File: src/swp_llc_act_shdlc_engine_top_defines.svh
// ----------------------------------------------------------------------------
// SWP LLC engine assertion macros
// Concurrent assertion wrappers, empty when built for synthesis.
// ----------------------------------------------------------------------------
`ifndef SWP_LLC_ACT_SHDLC_ENGINE_TOP_DEFINES_SVH
`define SWP_LLC_ACT_SHDLC_ENGINE_TOP_DEFINES_SVH

`ifndef SYNTHESIS
// clocked assertion, disabled during reset
`define SWPLLC_ASSERT(lbl, clk, rst, prop, msg) \
   lbl: assert property (@(posedge clk) disable iff (rst) prop) else $error(msg);
// clocked assertion, also checked during reset
`define SWPLLC_ASSERT_ALWAYS(lbl, clk, prop, msg) \
   lbl: assert property (@(posedge clk) prop) else $error(msg);
`else
`define SWPLLC_ASSERT(lbl, clk, rst, prop, msg)
`define SWPLLC_ASSERT_ALWAYS(lbl, clk, prop, msg)
`endif

`endif

File: src/swpllc_pkg.sv
// ----------------------------------------------------------------------------
// SWP LLC engine package
// Shared widths, codes, configuration and job types.
// ----------------------------------------------------------------------------
package swpllc_pkg;

   localparam int unsigned MAX_TX_BYTES = 6;
   localparam int unsigned TX_IDX_W     = $clog2(MAX_TX_BYTES);
   localparam int unsigned QUEUE_DEPTH  = 2;
   localparam int unsigned QUEUE_PTR_W  = $clog2(QUEUE_DEPTH);
   localparam int unsigned QUEUE_CNT_W  = $clog2(QUEUE_DEPTH + 1);
   localparam int unsigned CSR_INDEX_W  = 3;
   localparam int unsigned CSR_DATA_W   = 16;

   // request types
   localparam logic [1:0] REQ_ACTIVATE   = 2'd0;
   localparam logic [1:0] REQ_DEACTIVATE = 2'd1;
   localparam logic [1:0] REQ_FRAME      = 2'd2;

   // register indexes
   localparam logic [CSR_INDEX_W-1:0] CSR_MAX_WINDOW     = 3'd0;
   localparam logic [CSR_INDEX_W-1:0] CSR_LOCAL_VERSION  = 3'd1;
   localparam logic [CSR_INDEX_W-1:0] CSR_SUPPORTED_LLCS = 3'd2;
   localparam logic [CSR_INDEX_W-1:0] CSR_MAX_FRAME_SIZE = 3'd3;
   localparam logic [CSR_INDEX_W-1:0] CSR_POWER_MODES    = 3'd4;

   // send kinds
   localparam logic [2:0] KIND_SYNC    = 3'd0;
   localparam logic [2:0] KIND_REPEAT  = 3'd1;
   localparam logic [2:0] KIND_READY   = 3'd2;
   localparam logic [2:0] KIND_UA      = 3'd3;
   localparam logic [2:0] KIND_REJ     = 3'd4;
   localparam logic [2:0] KIND_RR      = 3'd5;
   localparam logic [2:0] KIND_IHEADER = 3'd6;
   localparam logic [2:0] KIND_DROPPED = 3'd7;

   // link phases
   localparam logic [2:0] PHASE_CLOSED      = 3'd0;
   localparam logic [2:0] PHASE_SYNC_SENT   = 3'd2;
   localparam logic [2:0] PHASE_READY_SENT  = 3'd3;
   localparam logic [2:0] PHASE_ESTABLISHED = 3'd4;

   // frame codes
   localparam logic [7:0] SYNC_FRAME_ID  = 8'h01;
   localparam logic [7:0] PWR_MODE_CTRL  = 8'h02;
   localparam logic [7:0] READY_FRAME_ID = 8'h03;
   localparam logic [2:0] HEAD_S_FRAME   = 3'b110;
   localparam logic [2:0] HEAD_U_FRAME   = 3'b111;
   localparam logic [4:0] U_RSET         = 5'h19;
   localparam logic [7:0] U_UA_BYTE      = 8'hE6;
   localparam logic [4:0] S_REJ_HEAD     = 5'b11001;
   localparam logic [4:0] S_RR_HEAD      = 5'b11000;
   localparam logic [1:0] I_HEAD         = 2'b10;
   localparam logic [8:0] APP_LEN_MAX    = 9'd511;

   typedef struct packed {
      logic [2:0]  max_window;
      logic [7:0]  local_version;
      logic [7:0]  supported_llcs;
      logic [15:0] max_frame_size;
      logic [7:0]  power_modes;
   } cfg_type;

   localparam cfg_type CFG_RESET = '{
      max_window:     3'd4,
      local_version:  8'd1,
      supported_llcs: 8'h05,
      max_frame_size: 16'd256,
      power_modes:    8'h03
   };

   typedef struct packed {
      logic [MAX_TX_BYTES-1:0][7:0] tx_bytes;
      logic [TX_IDX_W-1:0]          count;      // 1..MAX_TX_BYTES
      logic [2:0]                   send_kind;
      logic [8:0]                   app_length;
      logic [2:0]                   link_state;
      logic                         full_power_mode;
   } job_type;

   typedef struct packed {
      logic full;
      logic head_valid;
   } queue_status_type;

endpackage

File: src/swpllc_if.sv
// ----------------------------------------------------------------------------
// SWP LLC engine channels
// Request and response valid/ready channels.
// ----------------------------------------------------------------------------
interface swpllc_req_if;
   logic        valid;
   logic        ready;
   logic [1:0]  req_type;
   logic [7:0]  control_byte;
   logic [7:0]  first_param;
   logic [15:0] frame_length;

   modport source (output valid, req_type, control_byte, first_param, frame_length,
                   input ready);
   modport sink   (input valid, req_type, control_byte, first_param, frame_length,
                   output ready);
endinterface

interface swpllc_rsp_if;
   logic       valid;
   logic       ready;
   logic [7:0] tx_byte;
   logic       tx_last;
   logic [2:0] send_kind;
   logic [8:0] app_length;
   logic [2:0] link_state;
   logic       full_power_mode;

   modport source (output valid, tx_byte, tx_last, send_kind, app_length, link_state,
                   full_power_mode, input ready);
   modport sink   (input valid, tx_byte, tx_last, send_kind, app_length, link_state,
                   full_power_mode, output ready);
endinterface

File: src/swpllc_front.sv
// ----------------------------------------------------------------------------
// SWP LLC front end
// Accepts requests, runs the ACT/SHDLC link state and queues transmit jobs.
// ----------------------------------------------------------------------------
module swpllc_front
   import swpllc_pkg::*;
#(
   parameter int unsigned MAX_FRAME_BYTES = 272
) (
   input  logic             clock,
   input  logic             reset,
   swpllc_req_if.sink       req,
   input  cfg_type          cfg,
   input  queue_status_type q_status,
   output logic             push,
   output job_type          push_job
);

   logic [2:0]  phase_ff, phase_in;
   logic [2:0]  sn_ff, sn_in;
   logic [2:0]  nr_ff, nr_in;
   logic        open_ff, open_in;
   logic [2:0]  window_ff, window_in;
   logic        power_ff, power_in;
   logic [3:0]  store_len_ff, store_len_in;
   logic [MAX_TX_BYTES-1:0][7:0] act_store_ff;
   logic        store_we;
   logic [TX_IDX_W-1:0] store_cnt;
   logic        accept;
   logic [7:0]  param;
   logic [15:0] app_raw;
   logic [2:0]  nr_next;
   logic [2:0]  win_pick;
   job_type     job;

   assign req.ready = !q_status.full;
   assign accept    = req.valid && req.ready;

   always_comb begin
      phase_in     = phase_ff;
      sn_in        = sn_ff;
      nr_in        = nr_ff;
      open_in      = open_ff;
      window_in    = window_ff;
      power_in     = power_ff;
      store_len_in = store_len_ff;
      store_we     = 1'b0;
      push         = 1'b0;
      job          = '0;
      job.count    = TX_IDX_W'(1);
      param        = (req.frame_length <= 16'd1) ? 8'd0 : req.first_param;
      app_raw      = req.frame_length - 16'd1;
      nr_next      = nr_ff + 3'd1;
      win_pick     = cfg.max_window;
      store_cnt    = TX_IDX_W'(store_len_ff);

      if (accept) begin
         unique case (req.req_type)
            REQ_ACTIVATE: begin
               sn_in = '0; nr_in = '0; open_in = 1'b0; window_in = cfg.max_window;
               phase_in         = PHASE_SYNC_SENT;
               job.tx_bytes[0]  = SYNC_FRAME_ID;
               job.tx_bytes[1]  = cfg.local_version;
               job.tx_bytes[2]  = cfg.supported_llcs;
               job.tx_bytes[3]  = cfg.max_frame_size[15:8];
               job.tx_bytes[4]  = cfg.max_frame_size[7:0];
               job.tx_bytes[5]  = cfg.power_modes;
               job.count        = TX_IDX_W'(MAX_TX_BYTES);
               job.send_kind    = KIND_SYNC;
               store_we         = 1'b1;
               store_len_in     = 4'(MAX_TX_BYTES);
               push             = 1'b1;
            end
            REQ_DEACTIVATE: begin
               sn_in = '0; nr_in = '0; open_in = 1'b0; window_in = cfg.max_window;
               store_len_in = '0;
               phase_in     = PHASE_CLOSED;
            end
            REQ_FRAME: begin
               if (req.frame_length == 16'd0) begin
                  // empty frame: nothing to do
               end else if (req.frame_length > 16'(MAX_FRAME_BYTES)) begin
                  job.send_kind = KIND_DROPPED;
                  push          = 1'b1;
               end else if (!req.control_byte[7]) begin
                  // ACT layer
                  if (req.control_byte == PWR_MODE_CTRL) begin
                     if (param[1]) begin
                        if (store_len_ff != 4'd0) begin
                           job.tx_bytes  = act_store_ff;
                           job.count     = store_cnt;
                           job.send_kind = KIND_REPEAT;
                           push          = 1'b1;
                        end
                     end else begin
                        power_in        = param[0];
                        phase_in        = PHASE_READY_SENT;
                        job.tx_bytes[0] = READY_FRAME_ID;
                        job.send_kind   = KIND_READY;
                        store_we        = 1'b1;
                        store_len_in    = 4'd1;
                        push            = 1'b1;
                     end
                  end
               end else if (req.control_byte[7:5] == HEAD_U_FRAME) begin
                  if (req.control_byte[4:0] == U_RSET) begin
                     if (req.frame_length > 16'd1 && req.first_param < {5'd0, cfg.max_window})
                        win_pick = req.first_param[2:0];
                     if (win_pick == 3'd0)
                        win_pick = 3'd1;
                     sn_in = '0; nr_in = '0; store_len_in = '0;
                     window_in       = win_pick;
                     open_in         = 1'b1;
                     phase_in        = PHASE_ESTABLISHED;
                     job.tx_bytes[0] = U_UA_BYTE;
                     job.tx_bytes[1] = {5'd0, win_pick};
                     job.tx_bytes[2] = 8'd0;
                     job.count       = TX_IDX_W'(3);
                     job.send_kind   = KIND_UA;
                     push            = 1'b1;
                  end
               end else if (req.control_byte[7:5] != HEAD_S_FRAME && open_ff) begin
                  push = 1'b1;
                  if (req.control_byte[5:3] != nr_ff) begin
                     job.tx_bytes[0] = {S_REJ_HEAD, nr_ff};
                     job.send_kind   = KIND_REJ;
                  end else begin
                     nr_in = nr_next;
                     if (app_raw == 16'd0) begin
                        job.tx_bytes[0] = {S_RR_HEAD, nr_next};
                        job.send_kind   = KIND_RR;
                     end else begin
                        job.tx_bytes[0] = {I_HEAD, sn_ff, nr_next};
                        job.send_kind   = KIND_IHEADER;
                        job.app_length  = (app_raw > 16'(APP_LEN_MAX)) ? APP_LEN_MAX
                                                                       : app_raw[8:0];
                        sn_in           = sn_ff + 3'd1;
                     end
                  end
               end
            end
            default: begin
               // unknown request type: ignored
            end
         endcase
      end

      job.link_state      = phase_in;
      job.full_power_mode = power_in;
   end

   assign push_job = job;

   always_ff @(posedge clock) begin
      if (reset) begin
         phase_ff     <= PHASE_CLOSED;
         sn_ff        <= '0;
         nr_ff        <= '0;
         open_ff      <= 1'b0;
         window_ff    <= CFG_RESET.max_window;
         power_ff     <= 1'b0;
         store_len_ff <= '0;
      end else begin
         phase_ff     <= phase_in;
         sn_ff        <= sn_in;
         nr_ff        <= nr_in;
         open_ff      <= open_in;
         window_ff    <= window_in;
         power_ff     <= power_in;
         store_len_ff <= store_len_in;
      end
   end

   // last ACT frame, kept for repeat requests
   always_ff @(posedge clock) begin
      if (store_we) begin
         for (int i = 0; i < MAX_TX_BYTES; i++) begin
            if (i < int'(job.count))
               act_store_ff[i] <= job.tx_bytes[i];
         end
      end
   end

endmodule

File: src/swpllc_fifo.sv
// ----------------------------------------------------------------------------
// SWP LLC job queue
// Short queue of transmit jobs between front and back ends.
// ----------------------------------------------------------------------------
module swpllc_fifo
   import swpllc_pkg::*;
(
   input  logic             clock,
   input  logic             reset,
   input  logic             push,
   input  job_type          push_job,
   input  logic             pop,
   output queue_status_type status,
   output job_type          head_job
);

   job_type                mem_ff [QUEUE_DEPTH];
   logic [QUEUE_PTR_W-1:0] wr_ptr_ff, rd_ptr_ff;
   logic [QUEUE_CNT_W-1:0] count_ff;
   logic                   do_push, do_pop;

   assign status.full       = (count_ff == QUEUE_CNT_W'(QUEUE_DEPTH));
   assign status.head_valid = (count_ff != '0);
   assign do_push           = push && !status.full;
   assign do_pop            = pop && status.head_valid;
   assign head_job          = mem_ff[rd_ptr_ff];

   always_ff @(posedge clock) begin
      if (reset) begin
         wr_ptr_ff <= '0;
         rd_ptr_ff <= '0;
         count_ff  <= '0;
      end else begin
         if (do_push)
            wr_ptr_ff <= (wr_ptr_ff == QUEUE_PTR_W'(QUEUE_DEPTH - 1)) ? '0 : wr_ptr_ff + 1'b1;
         if (do_pop)
            rd_ptr_ff <= (rd_ptr_ff == QUEUE_PTR_W'(QUEUE_DEPTH - 1)) ? '0 : rd_ptr_ff + 1'b1;
         if (do_push && !do_pop)
            count_ff <= count_ff + 1'b1;
         else if (do_pop && !do_push)
            count_ff <= count_ff - 1'b1;
      end
   end

   always_ff @(posedge clock) begin
      if (do_push)
         mem_ff[wr_ptr_ff] <= push_job;
   end

endmodule

File: src/swpllc_back.sv
// ----------------------------------------------------------------------------
// SWP LLC back end
// Serialises queued jobs into transmit bytes through an output register.
// ----------------------------------------------------------------------------
`include "swp_llc_act_shdlc_engine_top_defines.svh"

module swpllc_back
   import swpllc_pkg::*;
(
   input  logic             clock,
   input  logic             reset,
   input  queue_status_type q_status,
   input  job_type          head_job,
   output logic             pop,
   swpllc_rsp_if.source     rsp
);

   logic [TX_IDX_W-1:0] idx_ff, idx_in;
   logic                valid_ff, valid_in;
   logic [7:0]          byte_ff;
   logic                last_ff;
   logic [2:0]          kind_ff;
   logic [8:0]          applen_ff;
   logic [2:0]          state_ff;
   logic                power_ff;
   logic                load, is_last;

   assign load    = q_status.head_valid && (!valid_ff || rsp.ready);
   assign is_last = (idx_ff == head_job.count - 1'b1);
   assign pop     = load && is_last;

   always_comb begin
      idx_in   = idx_ff;
      valid_in = valid_ff;
      if (load) begin
         idx_in   = is_last ? '0 : idx_ff + 1'b1;
         valid_in = 1'b1;
      end else if (rsp.ready) begin
         valid_in = 1'b0;
      end
   end

   always_ff @(posedge clock) begin
      if (reset) begin
         idx_ff   <= '0;
         valid_ff <= 1'b0;
      end else begin
         idx_ff   <= idx_in;
         valid_ff <= valid_in;
      end
   end

   always_ff @(posedge clock) begin
      if (load) begin
         byte_ff   <= head_job.tx_bytes[idx_ff];
         last_ff   <= is_last;
         kind_ff   <= head_job.send_kind;
         applen_ff <= head_job.app_length;
         state_ff  <= head_job.link_state;
         power_ff  <= head_job.full_power_mode;
      end
   end

   assign rsp.valid           = valid_ff;
   assign rsp.tx_byte         = byte_ff;
   assign rsp.tx_last         = last_ff;
   assign rsp.send_kind       = kind_ff;
   assign rsp.app_length      = applen_ff;
   assign rsp.link_state      = state_ff;
   assign rsp.full_power_mode = power_ff;

   `SWPLLC_ASSERT(a_idx_in_job, clock, reset, q_status.head_valid |-> idx_ff < head_job.count, "byte index beyond job length")
   `SWPLLC_ASSERT(a_drop_single, clock, reset, (valid_ff && kind_ff == KIND_DROPPED) |-> (last_ff && byte_ff == 8'd0), "dropped marker malformed")
   `SWPLLC_ASSERT(a_applen_ihdr, clock, reset, (valid_ff && applen_ff != 9'd0) |-> (kind_ff == KIND_IHEADER), "app length on non I header")
   `SWPLLC_ASSERT_ALWAYS(a_idx_reset, clock, $past(reset) |-> idx_ff == '0 && !valid_ff, "back end not cleared by reset")

endmodule

File: src/swp_llc_act_shdlc_engine_top.sv
// Path: an accepted item is written into the job queue, then its first byte into the output register.
// Throughput: one transmit byte per cycle while the receiver is ready; an item of n bytes
//   (1..6) holds the back end until its last byte is loaded; the front end takes one request
//   per cycle into a two-entry job queue unless it is full. Byteless items skip the queue.
// Reset: synchronous, active high; link state, queue and output register are cleared and
//   the registers return to their default values. No clearing pass.
// ----------------------------------------------------------------------------
// SWP LLC ACT/SHDLC engine
// Card-side link layer: ACT activation plus modulo-8 SHDLC sequencing.
// ----------------------------------------------------------------------------
module swp_llc_act_shdlc_engine_top
   import swpllc_pkg::*;
#(
   parameter int unsigned MAX_FRAME_BYTES = 272  // frames longer than this are dropped
) (
   input  logic                   clock,
   input  logic                   reset,
   swpllc_req_if.sink             req,
   swpllc_rsp_if.source           rsp,
   input  logic                   csr_we,
   input  logic [CSR_INDEX_W-1:0] csr_index,
   input  logic [CSR_DATA_W-1:0]  csr_wdata
);

   // Configuration registers. Writes must arrive only while the engine is idle; nothing
   // checks this; the front end uses them directly for the sync frame and window clamp.
   cfg_type          cfg_ff, cfg_in;

   // Front to queue: one job per transaction that causes transmit bytes.
   logic             push;
   job_type          push_job;

   // Queue to back end.
   queue_status_type q_status;
   job_type          head_job;
   logic             pop;

   always_comb begin
      cfg_in = cfg_ff;
      if (csr_we) begin
         unique case (csr_index)
            CSR_MAX_WINDOW:     cfg_in.max_window     = csr_wdata[2:0];
            CSR_LOCAL_VERSION:  cfg_in.local_version  = csr_wdata[7:0];
            CSR_SUPPORTED_LLCS: cfg_in.supported_llcs = csr_wdata[7:0];
            CSR_MAX_FRAME_SIZE: cfg_in.max_frame_size = csr_wdata;
            CSR_POWER_MODES:    cfg_in.power_modes    = csr_wdata[7:0];
            default: begin
               // unmapped index: write dropped
            end
         endcase
      end
   end

   always_ff @(posedge clock) begin
      if (reset) begin
         cfg_ff <= CFG_RESET;
      end else begin
         cfg_ff <= cfg_in;
      end
   end

   // Front end: decodes each request, advances phase / N(S) / N(R) / window and
   // power state at acceptance, and hands a fully formed job to the queue.
   swpllc_front #(
      .MAX_FRAME_BYTES (MAX_FRAME_BYTES)
   ) u_front (
      .clock    (clock),
      .reset    (reset),
      .req      (req),
      .cfg      (cfg_ff),
      .q_status (q_status),
      .push     (push),
      .push_job (push_job)
   );

   // Job queue: decouples request acceptance from byte serialisation.
   swpllc_fifo u_fifo (
      .clock    (clock),
      .reset    (reset),
      .push     (push),
      .push_job (push_job),
      .pop      (pop),
      .status   (q_status),
      .head_job (head_job)
   );

   // Back end: walks the head job byte by byte into the response register.
   swpllc_back u_back (
      .clock    (clock),
      .reset    (reset),
      .q_status (q_status),
      .head_job (head_job),
      .pop      (pop),
      .rsp      (rsp)
   );

endmodule

File: src/flat_wrapper.sv
// flat-port wrapper written by rule: the top's interface ports become plain ports
module swp_llc_act_shdlc_engine_top_flat import swpllc_pkg::*;
#(
   parameter int unsigned MAX_FRAME_BYTES = 272                                        
)
  (clock, reset, csr_we, csr_index, csr_wdata, req_valid, req_req_type, req_control_byte, req_first_param, req_frame_length, req_ready, rsp_valid, rsp_tx_byte, rsp_tx_last, rsp_send_kind, rsp_app_length, rsp_link_state, rsp_full_power_mode, rsp_ready);
  swpllc_req_if req_i ();
  swpllc_rsp_if rsp_i ();
  input  logic clock;
  input  logic reset;
  input  logic csr_we;
  input  logic [CSR_INDEX_W-1:0] csr_index;
  input  logic [CSR_DATA_W-1:0] csr_wdata;
  input wire logic [$bits(req_i.valid)-1:0] req_valid;
  input wire logic [$bits(req_i.req_type)-1:0] req_req_type;
  input wire logic [$bits(req_i.control_byte)-1:0] req_control_byte;
  input wire logic [$bits(req_i.first_param)-1:0] req_first_param;
  input wire logic [$bits(req_i.frame_length)-1:0] req_frame_length;
  output wire logic [$bits(req_i.ready)-1:0] req_ready;
  output wire logic [$bits(rsp_i.valid)-1:0] rsp_valid;
  output wire logic [$bits(rsp_i.tx_byte)-1:0] rsp_tx_byte;
  output wire logic [$bits(rsp_i.tx_last)-1:0] rsp_tx_last;
  output wire logic [$bits(rsp_i.send_kind)-1:0] rsp_send_kind;
  output wire logic [$bits(rsp_i.app_length)-1:0] rsp_app_length;
  output wire logic [$bits(rsp_i.link_state)-1:0] rsp_link_state;
  output wire logic [$bits(rsp_i.full_power_mode)-1:0] rsp_full_power_mode;
  input wire logic [$bits(rsp_i.ready)-1:0] rsp_ready;
  assign req_i.valid = req_valid;
  assign req_i.req_type = req_req_type;
  assign req_i.control_byte = req_control_byte;
  assign req_i.first_param = req_first_param;
  assign req_i.frame_length = req_frame_length;
  assign req_ready = req_i.ready;
  assign rsp_valid = rsp_i.valid;
  assign rsp_tx_byte = rsp_i.tx_byte;
  assign rsp_tx_last = rsp_i.tx_last;
  assign rsp_send_kind = rsp_i.send_kind;
  assign rsp_app_length = rsp_i.app_length;
  assign rsp_link_state = rsp_i.link_state;
  assign rsp_full_power_mode = rsp_i.full_power_mode;
  assign rsp_i.ready = rsp_ready;
  swp_llc_act_shdlc_engine_top #(.MAX_FRAME_BYTES(MAX_FRAME_BYTES)) u_core (.clock(clock), .reset(reset), .req(req_i), .rsp(rsp_i), .csr_we(csr_we), .csr_index(csr_index), .csr_wdata(csr_wdata));
endmodule
File: config.mk
export PLATFORM = sky130hd
export DESIGN_NAME = swp_llc_act_shdlc_engine_top_flat
export DESIGN_NICKNAME = d
export VERILOG_FILES = /design/src/swpllc_pkg.sv /design/src/swpllc_if.sv /design/src/swpllc_front.sv /design/src/swpllc_fifo.sv /design/src/swpllc_back.sv /design/src/swp_llc_act_shdlc_engine_top.sv /design/src/flat_wrapper.sv
export VERILOG_INCLUDE_DIRS = /design/src /design/src/src
export SDC_FILE = /design/constraint.sdc
export NUM_CORES = 1
export LEC_CHECK = 0
export BUFFER_PORTS_ARGS = -buffer_cell sky130_fd_sc_hd__buf_2
export CELL_PAD_IN_SITES_DETAIL_PLACEMENT = 0
export CELL_PAD_IN_SITES_GLOBAL_PLACEMENT = 2
export CORE_MARGIN = 4
export CORE_UTILIZATION = 43
export DETAILED_ROUTE_END_ITERATION = 10
export PLACE_DENSITY_LB_ADDON = 0.1
export SLEW_MARGIN = 20
export SYNTH_ARGS = -nofsm -noshare
export SYNTH_HDL_FRONTEND = slang
export SYNTH_HIERARCHICAL = 1
export SYNTH_SLANG_ARGS = --single-unit
File: constraint.sdc
create_clock -name clock -period 5.9 [get_ports clock]
set_input_delay 1.18 -clock clock [delete_from_list [all_inputs] [get_ports clock]]
set_output_delay 1.18 -clock clock [all_outputs]
set_load 0.02 [all_outputs]
==> impl_metrics.yaml, run 1 <==
logic_synthesis:
  synth_area_leaders: "edfxtp_1, dfxtp_1, mux2_2"
  synth-seq-area-share: 0.6193
  ys_ff_latch: 272
  synthesis.instances: 918
  yosysTopAreaCellShare: 0.5121
  synthesis.area_um2: 12140
  avgSynthCellArea_um2: 13.22
  synth_edf_count: 207
  syn_nets: 989
  synthFlopType: "edfxtp_1"
  ys_warn_count: 6
  synth-async-reset-ratio: 0
  yosys.area.top_type: "edfxtp_1"
  ys_types: 73
global_routing:
  grt_usage: 0.1797
  gr-total-overflow: 0
  grt_max_degree: 44
  grt_antenna_before_repair: 0
  grt_pass1_wl_um: 43560
  grt_pass1_vias: 7311
pwr:
  seq_power_share: 0.489
  netSwitchingFraction: 0.2400
  clkPwrFrac: 0.399
  p_per_area_nw_per_um2: 325.8
  p_sw_mw: 1.086
  leakagePower_nw: 4.910
  combPwrFrac: 0.112
  peakVddDrop_mv: 0.2016
  power.total_mw: 4.524
  p_int_mw: 3.438
timing:
  clock_skew_ns: 0.01942
  setup_viol: 0
  hold_viol_final: 0
  finalCritPeriodShare: 0.7242
  setup_tns_ns: 0
  setup_ws_ns: 1.627
  max_freq_mhz: 234.0
  finalMaxSlewViolations: 0
  final.min_clock_period_ns: 4.273
  tightest_slew_ns: 0.9334
  relSlewSlack: 0.3720
  rsz0062_at_grt: "no"
floorplanning:
  chipHeight_um: 176.0
  die_w_um: 176.0
  io_pins: 85
  fp-row-count: 61
  start_util: 0.4369
  core_um2: 27780
  die_area_um2: 30980
worst_hold_path:
  worstHoldEndpoint: "u_core/cfg_ff[38]"
  min_path_cells: 2
  min_path_type: "reg -> reg"
  hp-start: "u_core/cfg_ff[38]"
cells_and_area:
  layout.nets: 1070
  drive_gt1_frac: 0.2429
  layout_commonest_cell: "edfxtp_1"
  mostFrequentLayoutCells: "edfxtp_1, nor2_1, buf_2, mux2_2, dfxtp_1"
  syn2layout_area_growth_pct: 14.40
  fill_cells: 2522
  final_util: 0.4998
  num_antenna_cells: 0
clocking:
  numCtsBuffers: 30
  cts-htree-levels: 1
  cts_tree: "yes"
  clk_latency_ns: 0.56
  clk_path_buf_depth: 3
  path_clk_slew_ns: 0.06
  cts_setup_buffers: 0
  clock_sinks: 272
  cts_resized: 0
  hold_buffers: 0
  clockRootBuffer: "clkbuf_16"
routing:
  postRouteWirelength_um: 28270
  drtIter0Drc: 482
  drcViolationCount: 0
  wl_per_cell_um: 20.21
  firstDrtPassIters: 5
  avgViaCountPerCell: 5.361
  ant_nets: 0
  route.vias.total: 7500
placed_design:
  dp_worst_setup_slack_ns: 1.145
  hpwl_um: 19170
  io_buffers: 84
  place.gp.congestion: 0.7897
setup_path:
  worst-r2r-cell-count: 9
  timing.rr.end: "u_core/u_fifo/mem_ff[0][47]"
  r2r_slack_ns: 2.60
  end_kind: "flip-flop"
  path_class: "in -> reg"
  required_ns: 6.22
  crit_arrival_ns: 4.59
  startpoint_type: "input port"
  rr_startpoint: "u_core/u_fifo/count_ff[0]"
  crit_fanout: 12
run_status:
  run_status: "complete, no violations"
job:
  max-cap-violations: 0
-- Yosys cell counts, types with 3 or more instances --
cell type and instances:
a22oi_1 40, edfxtp_1 207, a32oi_1 3, buf_4 4, xor2_1 11, nor4_1 7
ha_1 13, o21ai_0 19, nor2b_1 8, nand4bb_1 3, nand2b_1 58, xnor2_1 6
a21oi_1 30, buf_2 14, nand3b_1 4, nand3_1 11, and2_1 5, dfxtp_1 65
mux2i_1 54, or3_1 3, or4_1 3, nand4_1 3, o22ai_1 11, buf_1 4
clkbuf_1 23, a21o_1 3, buf_6 5, inv_1 32, mux2_2 69, nor2_1 86
a31oi_1 5, mux4_2 8, nor3_1 12, o31ai_1 6, nand2_1 31
-- critical path: stages --
cell and delay [ns]:
buf_2 0.13, inv_1 0.09, ha_1 0.40, nor3b_2 0.45
o21ai_0 0.30, nor3_2 0.47, nand3_1 0.42, nor4_1 0.84
nand2_1 0.12, o21ai_0 0.19
-- metal layers --
metal	vias to the layer above	GRT usage	part of all wire
met1	3708	0.2798	0.50
li1	3580	-	-
met5	-	0	0
met3	39	0.02077	0.041
met2	173	0.2726	0.45
met4	0	0.03931	0.019
-- cell families after synthesis --
kind of cell               Yosys count  synth area share
AOI/OAI and AO/OA                  138           0.07607
xor gates and xnor gates            20           0.01629
adders and majority gates           13           0.01340
buffers and inverters               82           0.03113
DFF                                272            0.6193
muxes                              131            0.1234
and+or+nand+nor                    262            0.1204
-- flip-flops by register name, summed over array words and instances (netlist names), 2 cells and up, named ones only --
name / cells
u_core/u_front/act_store_ff: 48
u_core/u_back/rsp.link_state: 3
u_core/u_fifo/count_ff: 2
u_core/u_front/sn_ff: 3
u_core/u_back/idx_ff: 3
u_core/cfg_ff: 43
u_core/u_fifo/mem_ff: 134
u_core/u_front/store_len_ff: 2
u_core/u_back/rsp.app_length: 9
u_core/u_front/nr_ff: 3
u_core/u_front/phase_ff: 3
u_core/u_back/rsp.send_kind: 3
u_core/u_back/rsp.tx_byte: 8
-- cell type report --
type,count,area [um2],area share
Multi-Input combinational cell,564,4250,0.3061
Tap cell,378,473.0,0.03406
Timing Repair Buffer,99,558.0,0.04019
Sequential cell,272,7518,0.5414
Clock inverter,18,182.7,0.01316
Clock buffer,36,783.3,0.05641
Inverter,32,120.1,0.008650
-- how the worst max path moves through the flow --
stage / from / to / cells past startpoint
finish: req_frame_length[1] / u_core/u_front/act_store_ff[9] / 10
global route: req_frame_length[6] / u_core/u_fifo/mem_ff[0][47] / 11
CTS: req_frame_length[6] / u_core/u_fifo/mem_ff[0][22] / 11
detailed placement: req_frame_length[6] / u_core/u_fifo/mem_ff[0][48] / 11
global placement: req_frame_length[6] / u_core/u_fifo/mem_ff[0][38] / 11
floorplan: req_frame_length[6] / u_core/u_fifo/mem_ff[1][0] / 10
-- stage by stage --
step,area (um2),hold slack (ns),std cells
final,13890,0.4762,1399
after detailed placement,12920,0.4660,1345
after CTS,13890,0.4784,1399
after floorplan,12140,0.4489,918
after global placement,12920,0.4645,1345
after global routing,13890,0.4887,1399
-- power by group through the flow --
stage               Sequential [mW]  Clock [mW]  Combinational (mW)
floorplan                      2.29           0               0.296
global placement               2.25           0               0.510
detailed placement             2.26           0               0.510
CTS                            2.22        1.85               0.513
global route                   2.22        1.93               0.551
finish                         2.21        1.80               0.505
Power figures use the tool's default switching activity.
==> run 2: changes to the inputs <==
==> constraint.sdc (replaced) <==
create_clock -name clock -period 4.3 [get_ports clock]
set_input_delay 0.86 -clock clock [delete_from_list [all_inputs] [get_ports clock]]
set_output_delay 0.86 -clock clock [all_outputs]
set_load 0.02 [all_outputs]
==> run 2 against run 1 <==
Critical path depth grew 1. Largest power group unchanged. Critical path type unchanged. Worst hold slack is essentially flat. Total power grew 36%.
==> impl_metrics.yaml, run 2 (same netlist as run 1, synthesis figures left out) <==
run_status:
  run_status: "complete, no violations"
timing:
  rsz0062_at_grt: "no"
  setup_viol: 0
  setup_ws_ns: 0.8553
  relSlewSlack: 0.3510
  finalMaxSlewViolations: 0
  max_freq_mhz: 290.3
  tightest_slew_ns: 0.9727
  clock_skew_ns: 0.01117
  final.min_clock_period_ns: 3.445
  setup_tns_ns: 0
  finalCritPeriodShare: 0.8011
  hold_viol_final: 0
setup_path:
  timing.rr.end: "u_core/u_fifo/count_ff[1]"
  path_class: "in -> reg"
  crit_arrival_ns: 3.65
  crit_fanout: 51
  required_ns: 4.50
  critical_path.slowest_cell: "nor4_1"
  crit_buf_inv: 4
  worst-r2r-cell-count: 9
  critical-path-top-delay-family: "simple AND/OR/NAND/NOR gates"
  r2r_slack_ns: 1.47
  crit_chain: "buf_2, nor4_1, nand2b_1, o31ai_2, o31ai_1, and3_1, o21ai_0, inv_1, or3_1, clkinvlp_4, buf_12"
  startpoint_type: "input port"
  max_stage_delay_ns: 0.54
  end_kind: "flip-flop"
cells_and_area:
  final_util: 0.5015
  layout.nets: 1076
  fill_cells: 2544
  fin_area_um2: 13930
  syn2layout_area_growth_pct: 14.79
  largest_reg_flops: 134
  drive_gt1_frac: 0.2481
  reg_top3: "u_core/u_fifo/mem_ff (134), u_core/u_front/act_store_ff (48), u_core/cfg_ff (43)"
  layout_commonest_cell: "edfxtp_1"
  registers.top_by_ff_count: "u_core/u_fifo/mem_ff"
  mostFrequentLayoutCells: "edfxtp_1, nor2_1, buf_2, mux2_2, dfxtp_1"
global_routing:
  grt_usage: 0.1814
  gr-total-overflow: 0
  grt_max_degree: 68
  grt_pass1_wl_um: 43880
  grt_antenna_before_repair: 1
  grt_pass1_vias: 7404
placed_design:
  io_buffers: 84
  place.gp.congestion: 0.8028
  hpwl_um: 18800
  dp_worst_setup_slack_ns: 0.3265
  place_area_um2: 12990
clocking:
  path_clk_slew_ns: 0.06
  cts_resized: 0
  clk_path_buf_depth: 3
  cts_setup_buffers: 0
  cts-htree-levels: 1
  clock_sinks: 272
  clockRootBuffer: "clkbuf_16"
  clk_latency_ns: 0.54
  cts_tree: "yes"
  numCtsBuffers: 29
  hold_buffers: 0
routing:
  route.vias.total: 7401
  postRouteWirelength_um: 27870
  avgViaCountPerCell: 5.260
  drtIter0Drc: 514
  wl_per_cell_um: 19.81
  drcViolationCount: 0
  ant_nets: 0
  firstDrtPassIters: 4
worst_hold_path:
  min_path_type: "reg -> reg"
  min_path_cells: 2
  hp-start: "u_core/cfg_ff[27]"
  worstHoldEndpoint: "u_core/cfg_ff[27]"
pwr:
  leakagePower_nw: 4.927
  peakVddDrop_mv: 0.3398
  p_per_area_nw_per_um2: 442.1
  power.total_mw: 6.160
floorplanning:
  die_area_um2: 30980
  core_um2: 27780
  fp-row-count: 61
  chipHeight_um: 176.0
  start_util: 0.4369
  io_pins: 85
  die_w_um: 176.0
job:
  max-cap-violations: 0
[run 2: cell types whose count changed in the layout (fill, tap and decap cells not counted), sizes merged]
cell / before / now
clkinvlp: 0 / 1
clkinv: 16 / 9
clkbuf: 36 / 42
diode: 0 / 1
bufinv: 3 / 2
inv: 31 / 32
buf: 99 / 106
[run 2: worst max path at each step]
stage / from / end / slack (ns) / depth (start not counted)
final: req_frame_length[6] / u_core/u_fifo/mem_ff[0][25] / 0.86 / 11
after global routing: req_frame_length[1] / u_core/u_fifo/mem_ff[0][23] / 0.67 / 10
after CTS: req_frame_length[1] / u_core/u_fifo/mem_ff[0][7] / 0.90 / 10
after detailed placement: req_frame_length[1] / u_core/u_fifo/mem_ff[0][7] / 0.33 / 10
after global placement: req_frame_length[1] / u_core/u_fifo/mem_ff[0][7] / 0.40 / 10
after floorplan: req_frame_length[6] / u_core/u_fifo/mem_ff[0][0] / 0.31 / 10
[run 2: through the flow]
step	hold WS, ns	instances
detailed placement	0.4660	1352
global route	0.5037	1407
finish	0.4762	1407
floorplan	0.4489	918
global placement	0.4624	1352
CTS	0.4787	1406
[run 2: worst min-delay path, delay by kind of cell (launching register included)]
family           cells  cell delay, ns
DFF                  1            0.31
muxes                1            0.06
and+or+nand+nor      1            0.06
[run 2: layout make-up]
type	instances	area, um2	share of cell area
repair buffers	106	623.1	0.04472
clock buffers	42	824.5	0.05918
diodes	1	2.502	0.0001796
multi-input cells	564	4250	0.3050
flip-flops and latches	272	7518	0.5396
inverters	32	123.9	0.008890
clock inverters	12	117.6	0.008441
well taps	378	473.0	0.03394
[run 2: routing by layer]
layer,GRT usage,share of wire,up-vias
li1,-,-,3595
met1,0.2775,0.49,3622
met2,0.2742,0.44,134
met3,0.02313,0.038,50
met4,0.04938,0.028,0
met5,0,0,-
[run 2: power breakdown]
group	total [mW]	switching, mW	internal [mW]
combinational	0.681	0.425	0.257
clock	2.42	0.976	1.45
sequential	3.05	0.0633	2.99
